[config.mk]
export PLATFORM = sky130hd
export DESIGN_NAME = tga_truecolor_stream_decoder
export DESIGN_NICKNAME = d
export VERILOG_FILES = /design/src/rtl/tga_dec_pkg.sv /design/src/rtl/tga_truecolor_stream_decoder.sv
export SDC_FILE = /design/constraint.sdc
export NUM_CORES = 1
export LEC_CHECK = 0
export ABC_AREA = 1
export BUFFER_PORTS_ARGS = -buffer_cell sky130_fd_sc_hd__buf_2
export CORE_AREA = 2 2 324 230
export DETAILED_ROUTE_END_ITERATION = 16
export DIE_AREA = 0 0 326 232
export SLEW_MARGIN = 40
export SYNTH_ARGS = -nofsm -noshare
export SYNTH_HDL_FRONTEND = slang
export SYNTH_SLANG_ARGS = --single-unit
[constraint.sdc]
create_clock -name clock -period 13.6 [get_ports clock]
set_clock_uncertainty 0.15 [all_clocks]
set_input_delay 2.72 -clock clock [delete_from_list [all_inputs] [get_ports clock]]
set_output_delay 2.72 -clock clock [all_outputs]
set_load 0.1 [all_outputs]
[src/rtl/tga_dec_pkg.sv]
`default_nettype none

package tga_dec_pkg;

   localparam logic [1:0] PHASE_HEADER  = 2'd0;
   localparam logic [1:0] PHASE_SKIP    = 2'd1;
   localparam logic [1:0] PHASE_PIXEL   = 2'd2;
   localparam logic [1:0] PHASE_DISCARD = 2'd3;

   localparam logic [1:0] KIND_HDR_OK    = 2'd0;
   localparam logic [1:0] KIND_PIXEL     = 2'd1;
   localparam logic [1:0] KIND_HDR_BAD   = 2'd2;
   localparam logic [1:0] KIND_TRUNCATED = 2'd3;

   localparam logic [15:0] MAX_SIDE_RESET = 16'd8192;
   localparam logic [4:0]  HDR_LAST_BYTE  = 5'd17;
   localparam logic [7:0]  IMAGE_TYPE_RGB = 8'd2;
   localparam logic [7:0]  DEPTH_24       = 8'd24;
   localparam logic [7:0]  DEPTH_32       = 8'd32;
   localparam logic [7:0]  ALPHA_OPAQUE   = 8'd255;
   localparam logic [7:0]  DESC_TOP_ORIGIN = 8'h20;

   typedef struct packed {
      logic [1:0]  result_kind;
      logic [15:0] image_width;
      logic [15:0] image_height;
      logic [15:0] pixel_column;
      logic [15:0] pixel_row;
      logic [7:0]  red;
      logic [7:0]  green;
      logic [7:0]  blue;
      logic [7:0]  alpha;
      logic        last_of_run;
   } rsp_item_type;

endpackage

`default_nettype wire

[src/rtl/tga_truecolor_stream_decoder.sv]
`default_nettype none

// channel  dir  handshake            payload
// req_     in   req_valid/req_stall  data_byte, end_of_stream
// rsp_     out  rsp_valid/rsp_stall  result_kind .. last_of_run
// csr_     in   csr_valid/csr_ready  max_side
//
// One byte per cycle is taken while req_stall is low; parsing state updates in the cycle of acceptance.
// Each byte gives up to two items, written into a four-entry result queue.
// req_stall is raised while fewer than two queue entries are free.
// Synchronous reset clears the parser and queue and sets max_side to 8192.

module tga_truecolor_stream_decoder (
   input  wire logic        clock,
   input  wire logic        reset,
   input  wire logic        req_valid,
   output logic             req_stall,
   input  wire logic [7:0]  req_data_byte,
   input  wire logic        req_end_of_stream,
   output logic             rsp_valid,
   input  wire logic        rsp_stall,
   output logic [1:0]       rsp_result_kind,
   output logic [15:0]      rsp_image_width,
   output logic [15:0]      rsp_image_height,
   output logic [15:0]      rsp_pixel_column,
   output logic [15:0]      rsp_pixel_row,
   output logic [7:0]       rsp_red,
   output logic [7:0]       rsp_green,
   output logic [7:0]       rsp_blue,
   output logic [7:0]       rsp_alpha,
   output logic             rsp_last_of_run,
   input  wire logic        csr_valid,
   output logic             csr_ready,
   input  wire logic [15:0] csr_max_side
);

   logic [15:0] max_side_ff;
   logic [1:0]  phase_ff, phase_in;
   logic [4:0]  header_count_ff, header_count_in;
   logic [7:0]  id_length_ff, id_length_in;
   logic        header_bad_ff, header_bad_in;
   logic [15:0] width_ff, width_in;
   logic [15:0] height_ff, height_in;
   logic        four_byte_ff, four_byte_in;
   logic        top_origin_ff, top_origin_in;
   logic [7:0]  skip_count_ff, skip_count_in;
   logic [1:0]  byte_in_pixel_ff, byte_in_pixel_in;
   logic [23:0] pixel_bytes_ff, pixel_bytes_in;
   logic [15:0] column_ff, column_in;
   logic [15:0] row_ff, row_in;

   tga_dec_pkg::rsp_item_type fifo_ff [4];
   logic [1:0] wr_ptr_ff, wr_ptr_in;
   logic [1:0] rd_ptr_ff, rd_ptr_in;
   logic [2:0] count_ff, count_in;

   tga_dec_pkg::rsp_item_type res0, res1;
   logic [1:0]  n_res;
   logic        req_take, rsp_take;
   logic        bad_now, done;
   logic [1:0]  last_idx;
   logic [15:0] col_next, row_next;
   logic [1:0]  wr_ptr_p1;

   assign csr_ready = 1'b1;
   assign req_stall = (count_ff > 3'd2);
   assign req_take  = req_valid && !req_stall;
   assign rsp_valid = (count_ff != 3'd0);
   assign rsp_take  = rsp_valid && !rsp_stall;

   always_comb begin
      phase_in         = phase_ff;
      header_count_in  = header_count_ff;
      id_length_in     = id_length_ff;
      header_bad_in    = header_bad_ff;
      width_in         = width_ff;
      height_in        = height_ff;
      four_byte_in     = four_byte_ff;
      top_origin_in    = top_origin_ff;
      skip_count_in    = skip_count_ff;
      byte_in_pixel_in = byte_in_pixel_ff;
      pixel_bytes_in   = pixel_bytes_ff;
      column_in        = column_ff;
      row_in           = row_ff;
      res0             = '0;
      res1             = '0;
      res1.result_kind = tga_dec_pkg::KIND_TRUNCATED;
      res1.last_of_run = 1'b1;
      n_res            = 2'd0;
      bad_now          = 1'b0;
      done             = 1'b0;
      last_idx         = four_byte_ff ? 2'd3 : 2'd2;
      col_next         = column_ff + 16'd1;
      row_next         = row_ff + 16'd1;

      case (phase_ff)
         tga_dec_pkg::PHASE_HEADER: begin
            case (header_count_ff)
               5'd0: id_length_in = req_data_byte;
               5'd1: if (req_data_byte != 8'd0) header_bad_in = 1'b1;
               5'd2: if (req_data_byte != tga_dec_pkg::IMAGE_TYPE_RGB) header_bad_in = 1'b1;
               5'd12: width_in[7:0]   = req_data_byte;
               5'd13: width_in[15:8]  = req_data_byte;
               5'd14: height_in[7:0]  = req_data_byte;
               5'd15: height_in[15:8] = req_data_byte;
               5'd16: begin
                  if (!(req_data_byte inside {tga_dec_pkg::DEPTH_24, tga_dec_pkg::DEPTH_32}))
                     header_bad_in = 1'b1;
                  four_byte_in = (req_data_byte == tga_dec_pkg::DEPTH_32);
               end
               5'd17: top_origin_in = |(req_data_byte & tga_dec_pkg::DESC_TOP_ORIGIN);
               default: ;
            endcase
            if (header_count_ff < tga_dec_pkg::HDR_LAST_BYTE) begin
               header_count_in = header_count_ff + 5'd1;
               if (req_end_of_stream) begin
                  res0  = res1;
                  n_res = 2'd1;
               end
            end else begin
               bad_now = header_bad_ff || (width_ff == 16'd0) || (height_ff == 16'd0)
                         || (width_ff > max_side_ff) || (height_ff > max_side_ff);
               if (bad_now) begin
                  header_bad_in    = 1'b1;
                  res0.result_kind = tga_dec_pkg::KIND_HDR_BAD;
                  res0.last_of_run = 1'b1;
                  n_res            = 2'd1;
                  phase_in         = tga_dec_pkg::PHASE_DISCARD;
               end else begin
                  res0.result_kind  = tga_dec_pkg::KIND_HDR_OK;
                  res0.image_width  = width_ff;
                  res0.image_height = height_ff;
                  res0.last_of_run  = !req_end_of_stream;
                  n_res             = req_end_of_stream ? 2'd2 : 2'd1;
                  byte_in_pixel_in  = 2'd0;
                  pixel_bytes_in    = '0;
                  column_in         = '0;
                  row_in            = '0;
                  skip_count_in     = id_length_ff;
                  phase_in          = (id_length_ff != 8'd0) ? tga_dec_pkg::PHASE_SKIP
                                                             : tga_dec_pkg::PHASE_PIXEL;
               end
            end
         end
         tga_dec_pkg::PHASE_SKIP: begin
            skip_count_in = skip_count_ff - 8'd1;
            if (skip_count_in == 8'd0) phase_in = tga_dec_pkg::PHASE_PIXEL;
            if (req_end_of_stream) begin
               res0  = res1;
               n_res = 2'd1;
            end
         end
         tga_dec_pkg::PHASE_PIXEL: begin
            if (byte_in_pixel_ff < last_idx) begin
               case (byte_in_pixel_ff)
                  2'd0: pixel_bytes_in[7:0]   = pixel_bytes_ff[7:0] | req_data_byte;
                  2'd1: pixel_bytes_in[15:8]  = pixel_bytes_ff[15:8] | req_data_byte;
                  2'd2: pixel_bytes_in[23:16] = pixel_bytes_ff[23:16] | req_data_byte;
                  default: ;
               endcase
               byte_in_pixel_in = byte_in_pixel_ff + 2'd1;
               if (req_end_of_stream) begin
                  res0  = res1;
                  n_res = 2'd1;
               end
            end else begin
               res0.result_kind  = tga_dec_pkg::KIND_PIXEL;
               res0.pixel_column = column_ff;
               res0.pixel_row    = top_origin_ff ? row_ff : (height_ff - 16'd1 - row_ff);
               res0.blue         = pixel_bytes_ff[7:0];
               res0.green        = pixel_bytes_ff[15:8];
               res0.red          = four_byte_ff ? pixel_bytes_ff[23:16] : req_data_byte;
               res0.alpha        = four_byte_ff ? req_data_byte : tga_dec_pkg::ALPHA_OPAQUE;
               byte_in_pixel_in  = 2'd0;
               pixel_bytes_in    = '0;
               column_in         = col_next;
               if (col_next >= width_ff) begin
                  column_in = '0;
                  row_in    = row_next;
                  if (row_next >= height_ff) begin
                     phase_in = tga_dec_pkg::PHASE_DISCARD;
                     done     = 1'b1;
                  end
               end
               res0.last_of_run = !(req_end_of_stream && !done);
               n_res            = (req_end_of_stream && !done) ? 2'd2 : 2'd1;
            end
         end
         default: ;
      endcase

      if (req_end_of_stream) begin
         phase_in         = tga_dec_pkg::PHASE_HEADER;
         header_count_in  = '0;
         id_length_in     = '0;
         header_bad_in    = 1'b0;
         width_in         = '0;
         height_in        = '0;
         four_byte_in     = 1'b0;
         top_origin_in    = 1'b0;
         skip_count_in    = '0;
         byte_in_pixel_in = '0;
         pixel_bytes_in   = '0;
         column_in        = '0;
         row_in           = '0;
      end
   end

   assign wr_ptr_p1 = wr_ptr_ff + 2'd1;

   always_comb begin
      wr_ptr_in = wr_ptr_ff;
      rd_ptr_in = rd_ptr_ff;
      count_in  = count_ff;
      if (req_take) begin
         wr_ptr_in = wr_ptr_ff + n_res;
         count_in  = count_ff + {1'b0, n_res};
      end
      if (rsp_take) begin
         rd_ptr_in = rd_ptr_ff + 2'd1;
         count_in  = count_in - 3'd1;
      end
   end

   always_ff @(posedge clock) begin
      if (req_take && (n_res != 2'd0)) fifo_ff[wr_ptr_ff] <= res0;
      if (req_take && (n_res == 2'd2)) fifo_ff[wr_ptr_p1] <= res1;
   end

   always_ff @(posedge clock) begin
      if (reset) begin
         max_side_ff      <= tga_dec_pkg::MAX_SIDE_RESET;
         phase_ff         <= tga_dec_pkg::PHASE_HEADER;
         header_count_ff  <= '0;
         id_length_ff     <= '0;
         header_bad_ff    <= 1'b0;
         width_ff         <= '0;
         height_ff        <= '0;
         four_byte_ff     <= 1'b0;
         top_origin_ff    <= 1'b0;
         skip_count_ff    <= '0;
         byte_in_pixel_ff <= '0;
         pixel_bytes_ff   <= '0;
         column_ff        <= '0;
         row_ff           <= '0;
         wr_ptr_ff        <= '0;
         rd_ptr_ff        <= '0;
         count_ff         <= '0;
      end else begin
         if (csr_valid && csr_ready) max_side_ff <= csr_max_side;
         if (req_take) begin
            phase_ff         <= phase_in;
            header_count_ff  <= header_count_in;
            id_length_ff     <= id_length_in;
            header_bad_ff    <= header_bad_in;
            width_ff         <= width_in;
            height_ff        <= height_in;
            four_byte_ff     <= four_byte_in;
            top_origin_ff    <= top_origin_in;
            skip_count_ff    <= skip_count_in;
            byte_in_pixel_ff <= byte_in_pixel_in;
            pixel_bytes_ff   <= pixel_bytes_in;
            column_ff        <= column_in;
            row_ff           <= row_in;
         end
         wr_ptr_ff <= wr_ptr_in;
         rd_ptr_ff <= rd_ptr_in;
         count_ff  <= count_in;
      end
   end

   assign rsp_result_kind  = fifo_ff[rd_ptr_ff].result_kind;
   assign rsp_image_width  = fifo_ff[rd_ptr_ff].image_width;
   assign rsp_image_height = fifo_ff[rd_ptr_ff].image_height;
   assign rsp_pixel_column = fifo_ff[rd_ptr_ff].pixel_column;
   assign rsp_pixel_row    = fifo_ff[rd_ptr_ff].pixel_row;
   assign rsp_red          = fifo_ff[rd_ptr_ff].red;
   assign rsp_green        = fifo_ff[rd_ptr_ff].green;
   assign rsp_blue         = fifo_ff[rd_ptr_ff].blue;
   assign rsp_alpha        = fifo_ff[rd_ptr_ff].alpha;
   assign rsp_last_of_run  = fifo_ff[rd_ptr_ff].last_of_run;

endmodule

`default_nettype wire
==> impl_metrics.tcl, run 1 <==
set metrics [dict create \
    status "complete, no violations" \
    hold_path_class "flop to flop" \
    first_pass_iters 6 \
    io_buffers 130 \
    avgSynthCellArea_um2 6.606 \
    worstPathArrival_ns 4.05 \
    num-nets-final 4277 \
    finalPower_mw 8.827 \
    gp_congestion 0.8811 \
    leakage_nw 15.47 \
    hpwl_um 54080 \
    ioPinCount 132 \
    htree_levels 2 \
    ys_seq_elements 537 \
    viasPerCell 5.288 \
    grt_pass1_wl_um 143900 \
    clk_latency_ns 0.63 \
    grt_start_max_net_pins 174 \
    synth_area_mm2 0.02798 \
    synth_fp_nets 4365 \
    synthArstFlopShare_pct 0 \
    path_max_fanout 69 \
    fin_crit_ns 6.922 \
    holdPathStages 2 \
    cts_setup_buffers 0 \
    synth_ff_type "dfxtp_1" \
    vias 27340 \
    final.period_utilization_pct 50.89 \
    worstSetupStartpointType "flop" \
    cp-end-kind "output port" \
    dieWidth_um 326 \
    max_freq_mhz 144.5 \
    yosysUniqueCellTypes 46 \
    hold_end "fifo_ff[1][0]" \
    grt_remaining_overflow 0 \
    setup_tns_ns 0 \
    wl_per_cell_um 17.46 \
    cts_inserted_buffers 55 \
    area_delta_synth_final_pct 11.15 \
    final_hold_viol_count 0 \
    synth_warnings 0 \
    ant_nets 0 \
    first_global_vias 25460 \
    synth_edf_count 0 \
    slew_viol_final 0 \
    multi_input_area_mm2 0.01489 \
    crit_type "flop to output port" \
    grt_antenna_before_repair 1 \
    postCtsHoldBufs 0 \
    synth_top_area_share_pct 38.43 \
    clockBufferDepth 3 \
    core-area_mm2 0.07259 \
    drive_gt1_share_pct 7.013 \
    cts-resized-gates 0 \
    rsz0062_at_grt "no" \
    yosysTopAreaCell "dfxtp_1" \
    cts_tree "done" \
    yosys-top-cells-area "dfxtp_1, nor2_1, nand2_1" \
    regArea_mm2 0.01076 \
    wirelength_um 90280 \
    nFillCells 7753 \
    powerDensity_mw_per_mm2 283.9 \
    die_h_um 232 \
    reg2reg_slack_ns 7.45 \
    dieArea_mm2 0.07563 \
    drv_cap 0 \
    min_from "fifo_ff[1][0]" \
    grtUsageTotal_pct 23.43 \
    irDropWorstVdd_mv 0.3192 \
    clock-root-buffer "clkbuf_16" \
    ys_seq_area_share_pct 38.43 \
    reg2reg_depth 27 \
    slew_headroom_pct 42.89 \
    drt_iter0_drc 2581 \
    clk_pin_slew_ns 0.06 \
    rr_endpoint "fifo_ff[2][87]" \
    netlist_instances 4235 \
    cp_data_required_time_ns 10.73 \
    drc 0 \
    rr_startpoint "column_ff[0]" \
    worst_pin_slew_ns 0.8476 \
    setup_viol 0 \
    start_util_pct 38.54 \
    cts_sinks 537 \
    rows 83 \
]
==> worst max path at each step <==
stage / start / endpoint / slack, ns / cells after the start
6_report: flop / rsp_image_height[15] / 6.68 / 5
5_1_grt: flop / rsp_image_height[3] / 6.53 / 5
4_1_cts: flop / rsp_image_height[14] / 6.74 / 5
3_5_place_dp: req_end_of_stream / fifo_ff[3][74] / 6.86 / 12
3_3_place_gp: req_end_of_stream / fifo_ff[0][85] / 6.52 / 12
2_1_floorplan: flop / rsp_blue[0] / 7.65 / 4
==> state kept, by name, summed over array words and instances (netlist names), 2 cells and up, named ones only <==
signal            count
height_ff            16
wr_ptr_ff             2
skip_count_ff         8
rd_ptr_ff             2
pixel_bytes_ff       24
byte_in_pixel_ff      2
max_side_ff          16
fifo_ff             396
column_ff            16
header_count_ff       5
count_ff              3
id_length_ff          8
width_ff             16
phase_ff              2
row_ff               16
==> cell type report <==
cell class | count | area share [%]
inverter | 304 | 3.726
multi-input combinational | 3086 | 47.89
timing repair buffer | 163 | 3.392
clock buffer | 76 | 5.066
clock inverter | 26 | 1.392
tap | 977 | 3.931
antenna | 1 | 0.008048
sequential | 537 | 34.60
==> report_power, final <==
| part | leakage (nW) | internal (mW) | switching (mW) | total [mW] |
|---|---|---|---|---|
| Sequential | 4.46 | 2.26 | 0.394 | 2.66 |
| Combinational | 10.0 | 0.997 | 3.46 | 4.46 |
| Clock | 0.984 | 1.02 | 0.692 | 1.71 |
| Total | 15.5 | 4.28 | 4.55 | 8.83 |
==> worst max-delay path: stages, from the launching register on <==
cell and delay, ns:
dfxtp_4 0.77, buf_4 0.77, buf_4 0.75, o21ai_0 0.21
o22ai_1 0.34, buf_2 0.49
==> cells by family after synthesis <==
| group | after synthesis | synth area share [%] |
|---|---|---|
| simple gates | 1966 | 28.91 |
| compound gates | 983 | 18.34 |
| buf+inv | 612 | 8.663 |
| flops | 537 | 38.43 |
| fa+ha+maj | 100 | 4.526 |
| xor+xnor | 36 | 1.127 |
| other cells | 1 | 0.01340 |
==> cells in the final DEF, fill, tap and decap left out, types with 15 or more instances in the layout <==
master     count
nand2_1      708
ha_1          98
inv_1        293
a21oi_1      517
nand3_1      412
o21ai_0      340
clkbuf_16     56
o22ai_1       85
nor2_1       776
buf_4         15
xor2_1        30
buf_2        130
nand4_1       21
dfxtp_1      535
==> synth_stat cells, drive strengths merged (13+ instances only) <==
library cell and number:
a211oi 13, o21ai 341, dfxtp 537, nand3 418, nand2 717, nand4 21
a21oi 518, clkbuf 186, ha 98, o22ai 85, nor2 784, inv 301
xor2 30, nor3 15, buf 122
==> per-layer routing <==
layer	GRT usage [%]	wire [um]
met1	32.62	42650
met3	3.374	5889
met5	0	0
met4	5.228	1756
met2	38.32	39980
==> per-stage QoR <==
| step | hold slack, ns | cells | instance area, um2 | utilization, % | setup WS [ns] |
|---|---|---|---|---|---|
| after detailed placement | 0.2874 | 5063 | 28960 | 39.90 | 6.857 |
| after CTS | 0.3040 | 5165 | 30970 | 42.67 | 6.739 |
| after floorplan | 0.2736 | 4235 | 27980 | - | 7.645 |
| after global placement | 0.2879 | 5061 | 28870 | 39.77 | 6.516 |
| after global routing | 0.3374 | 5169 | 31090 | 42.83 | 6.533 |
| final | 0.3046 | 5170 | 31090 | 42.83 | 6.679 |
Power figures use the tool's default switching activity.
==> inputs of run 2 (changes only) <==
- clock period: 13.6 -> 6.05 ns (I/O delays scaled with it)
==> run 2 against run 1 <==
Compared with the run above:
- critical path depth rose by 26
- first-iteration DRC count fell by 1.1%
- worst setup slack got worse by 5.9 ns
==> impl_metrics.tcl, run 2 (synthesis results as in run 1) <==
set metrics [dict create \
    start_util_pct 38.54 \
    worstPathArrival_ns 5.65 \
    grt_use_met2_pct 35.77 \
    power_frac_comb_pct 51.0 \
    grt_pass1_wl_um 140900 \
    layout_commonest_cell "nor2_1" \
    swShare_pct 51.86 \
    final.period_utilization_pct 86.73 \
    powerDensity_mw_per_mm2 631.5 \
    gp_congestion 0.8932 \
    htree_levels 2 \
    viasPerCell 5.283 \
    drv_cap 0 \
    cp-end-kind "flop" \
    hold_ws_ns 0.3042 \
    largest_register_ffs 396 \
    cp_data_required_time_ns 6.45 \
    layout_common_cells "nor2_1, nand2_1, dfxtp_1, a21oi_1, nand3_1" \
    clk_latency_ns 0.63 \
    ant_nets 0 \
    io_buffers 130 \
    max_freq_mhz 190.6 \
    fin_crit_ns 5.247 \
    grt_remaining_overflow 0 \
    wl_per_cell_um 17.41 \
    power_frac_seq_pct 30.4 \
    setup_viol 0 \
    slew_headroom_pct 39.70 \
    top_register "fifo_ff" \
    rsz0062_at_grt "no" \
    die_h_um 232 \
    rows 83 \
    dp.cells 5080 \
    crit_type "flop to flop" \
    grt_antenna_before_repair 3 \
    worstSetupStartpointType "flop" \
    max_stage_delay_ns 0.42 \
    core-area_mm2 0.07259 \
    final_hold_viol_count 0 \
    dieWidth_um 326 \
    first_global_vias 24520 \
    finalPower_mw 19.63 \
    hpwl_um 55630 \
    clockBufferDepth 3 \
    cts_setup_buffers 0 \
    multi_input_area_mm2 0.01487 \
    top_regs "fifo_ff x396, pixel_bytes_ff x24" \
    num-nets-final 4290 \
    path_max_fanout 5 \
    busiest_layer "met2" \
    drc 0 \
    irDropWorstVdd_mv 0.7591 \
    critPathMostFrequentCell "nand2_1" \
    utilization_pct 42.81 \
    cts_inserted_buffers 54 \
    grt_start_max_net_pins 188 \
    clk_pin_slew_ns 0.06 \
    setup_tns_ns 0 \
    nFillCells 7711 \
    postCtsHoldBufs 0 \
    worst_pin_slew_ns 0.9045 \
    clkPwrFrac_pct 18.7 \
    met1_usage_pct 32.89 \
    gr-usage-met3_pct 3.724 \
    cts-resized-gates 0 \
    clock-root-buffer "clkbuf_16" \
    vias 27390 \
    regArea_mm2 0.01076 \
    wirelength_um 90250 \
    slew_viol_final 0 \
    cts_tree "done" \
    dieArea_mm2 0.07563 \
    area_delta_synth_final_pct 11.09 \
    drive_gt1_share_pct 7.182 \
    hold_path_class "flop to flop" \
    status "complete, no violations" \
    leakage_nw 15.48 \
    cts_sinks 537 \
    crit_slowest_cell "fa_1" \
    grtUsageTotal_pct 23.07 \
    ioPinCount 132 \
    drt_iter0_drc 2553 \
    first_pass_iters 5 \
    p_int_mw 9.448 \
    finalNonFillerCells 5185 \
    switching_power_mw 10.18 \
]
run 2: area by class of cell:
| cell class | instances | area share, % |
|---|---|---|
| Timing Repair Buffer | 177 | 3.756 |
| Antenna cell | 3 | 0.02416 |
| Tap cell | 977 | 3.933 |
| Clock buffer | 81 | 5.266 |
| Inverter | 304 | 3.708 |
| Sequential cell | 537 | 34.61 |
| Clock inverter | 20 | 0.8454 |
| Multi-Input combinational cell | 3086 | 47.86 |
run 2: through the flow:
step / area (um2) / worst slack, ns
CTS: 31040 / 0.8841
floorplan: 27980 / 1.605
global route: 31070 / 0.2747
detailed placement: 29140 / 0.8967
finish: 31080 / 0.8025
global placement: 29110 / 0.9611
run 2: final timing paths:
path                                        to  slack [ns]  cells past startpoint      startpoint
worst min register to register  fifo_ff[2][97]        0.30                      2  fifo_ff[2][97]
worst max-delay path               count_ff[1]        0.80                     31    column_ff[0]
worst max register to register     count_ff[1]        0.80                     31    column_ff[0]
worst min-delay path            fifo_ff[2][97]        0.30                      2  fifo_ff[2][97]
run 2: power by group through the flow:
stage / combinational, mW / sequential (mW) / clock (mW)
finish: 10.0 / 5.96 / 3.66
global route: 10.9 / 6.14 / 3.86
CTS: 10.0 / 5.95 / 3.73
detailed placement: 9.98 / 6.00 / 0
global placement: 9.92 / 5.98 / 0
floorplan: 8.32 / 5.71 / 0
run 2: critical path: cells and delay by family, from the launching register on:
| family | cells | cell delay (ns) |
|---|---|---|
| simple gates | 20 | 2.51 |
| fa+ha+maj | 5 | 1.36 |
| flops | 1 | 0.38 |
| buf+inv | 3 | 0.32 |
| compound gates | 2 | 0.25 |
| xor+xnor | 1 | 0.20 |
run 2: routing by layer:
| metal | share of wire, % | wire (um) |
|---|---|---|
| met1 | 47 | 42480 |
| met2 | 44 | 39470 |
| met3 | 6.9 | 6184 |
| met4 | 2.3 | 2115 |
| met5 | 0 | 0 |
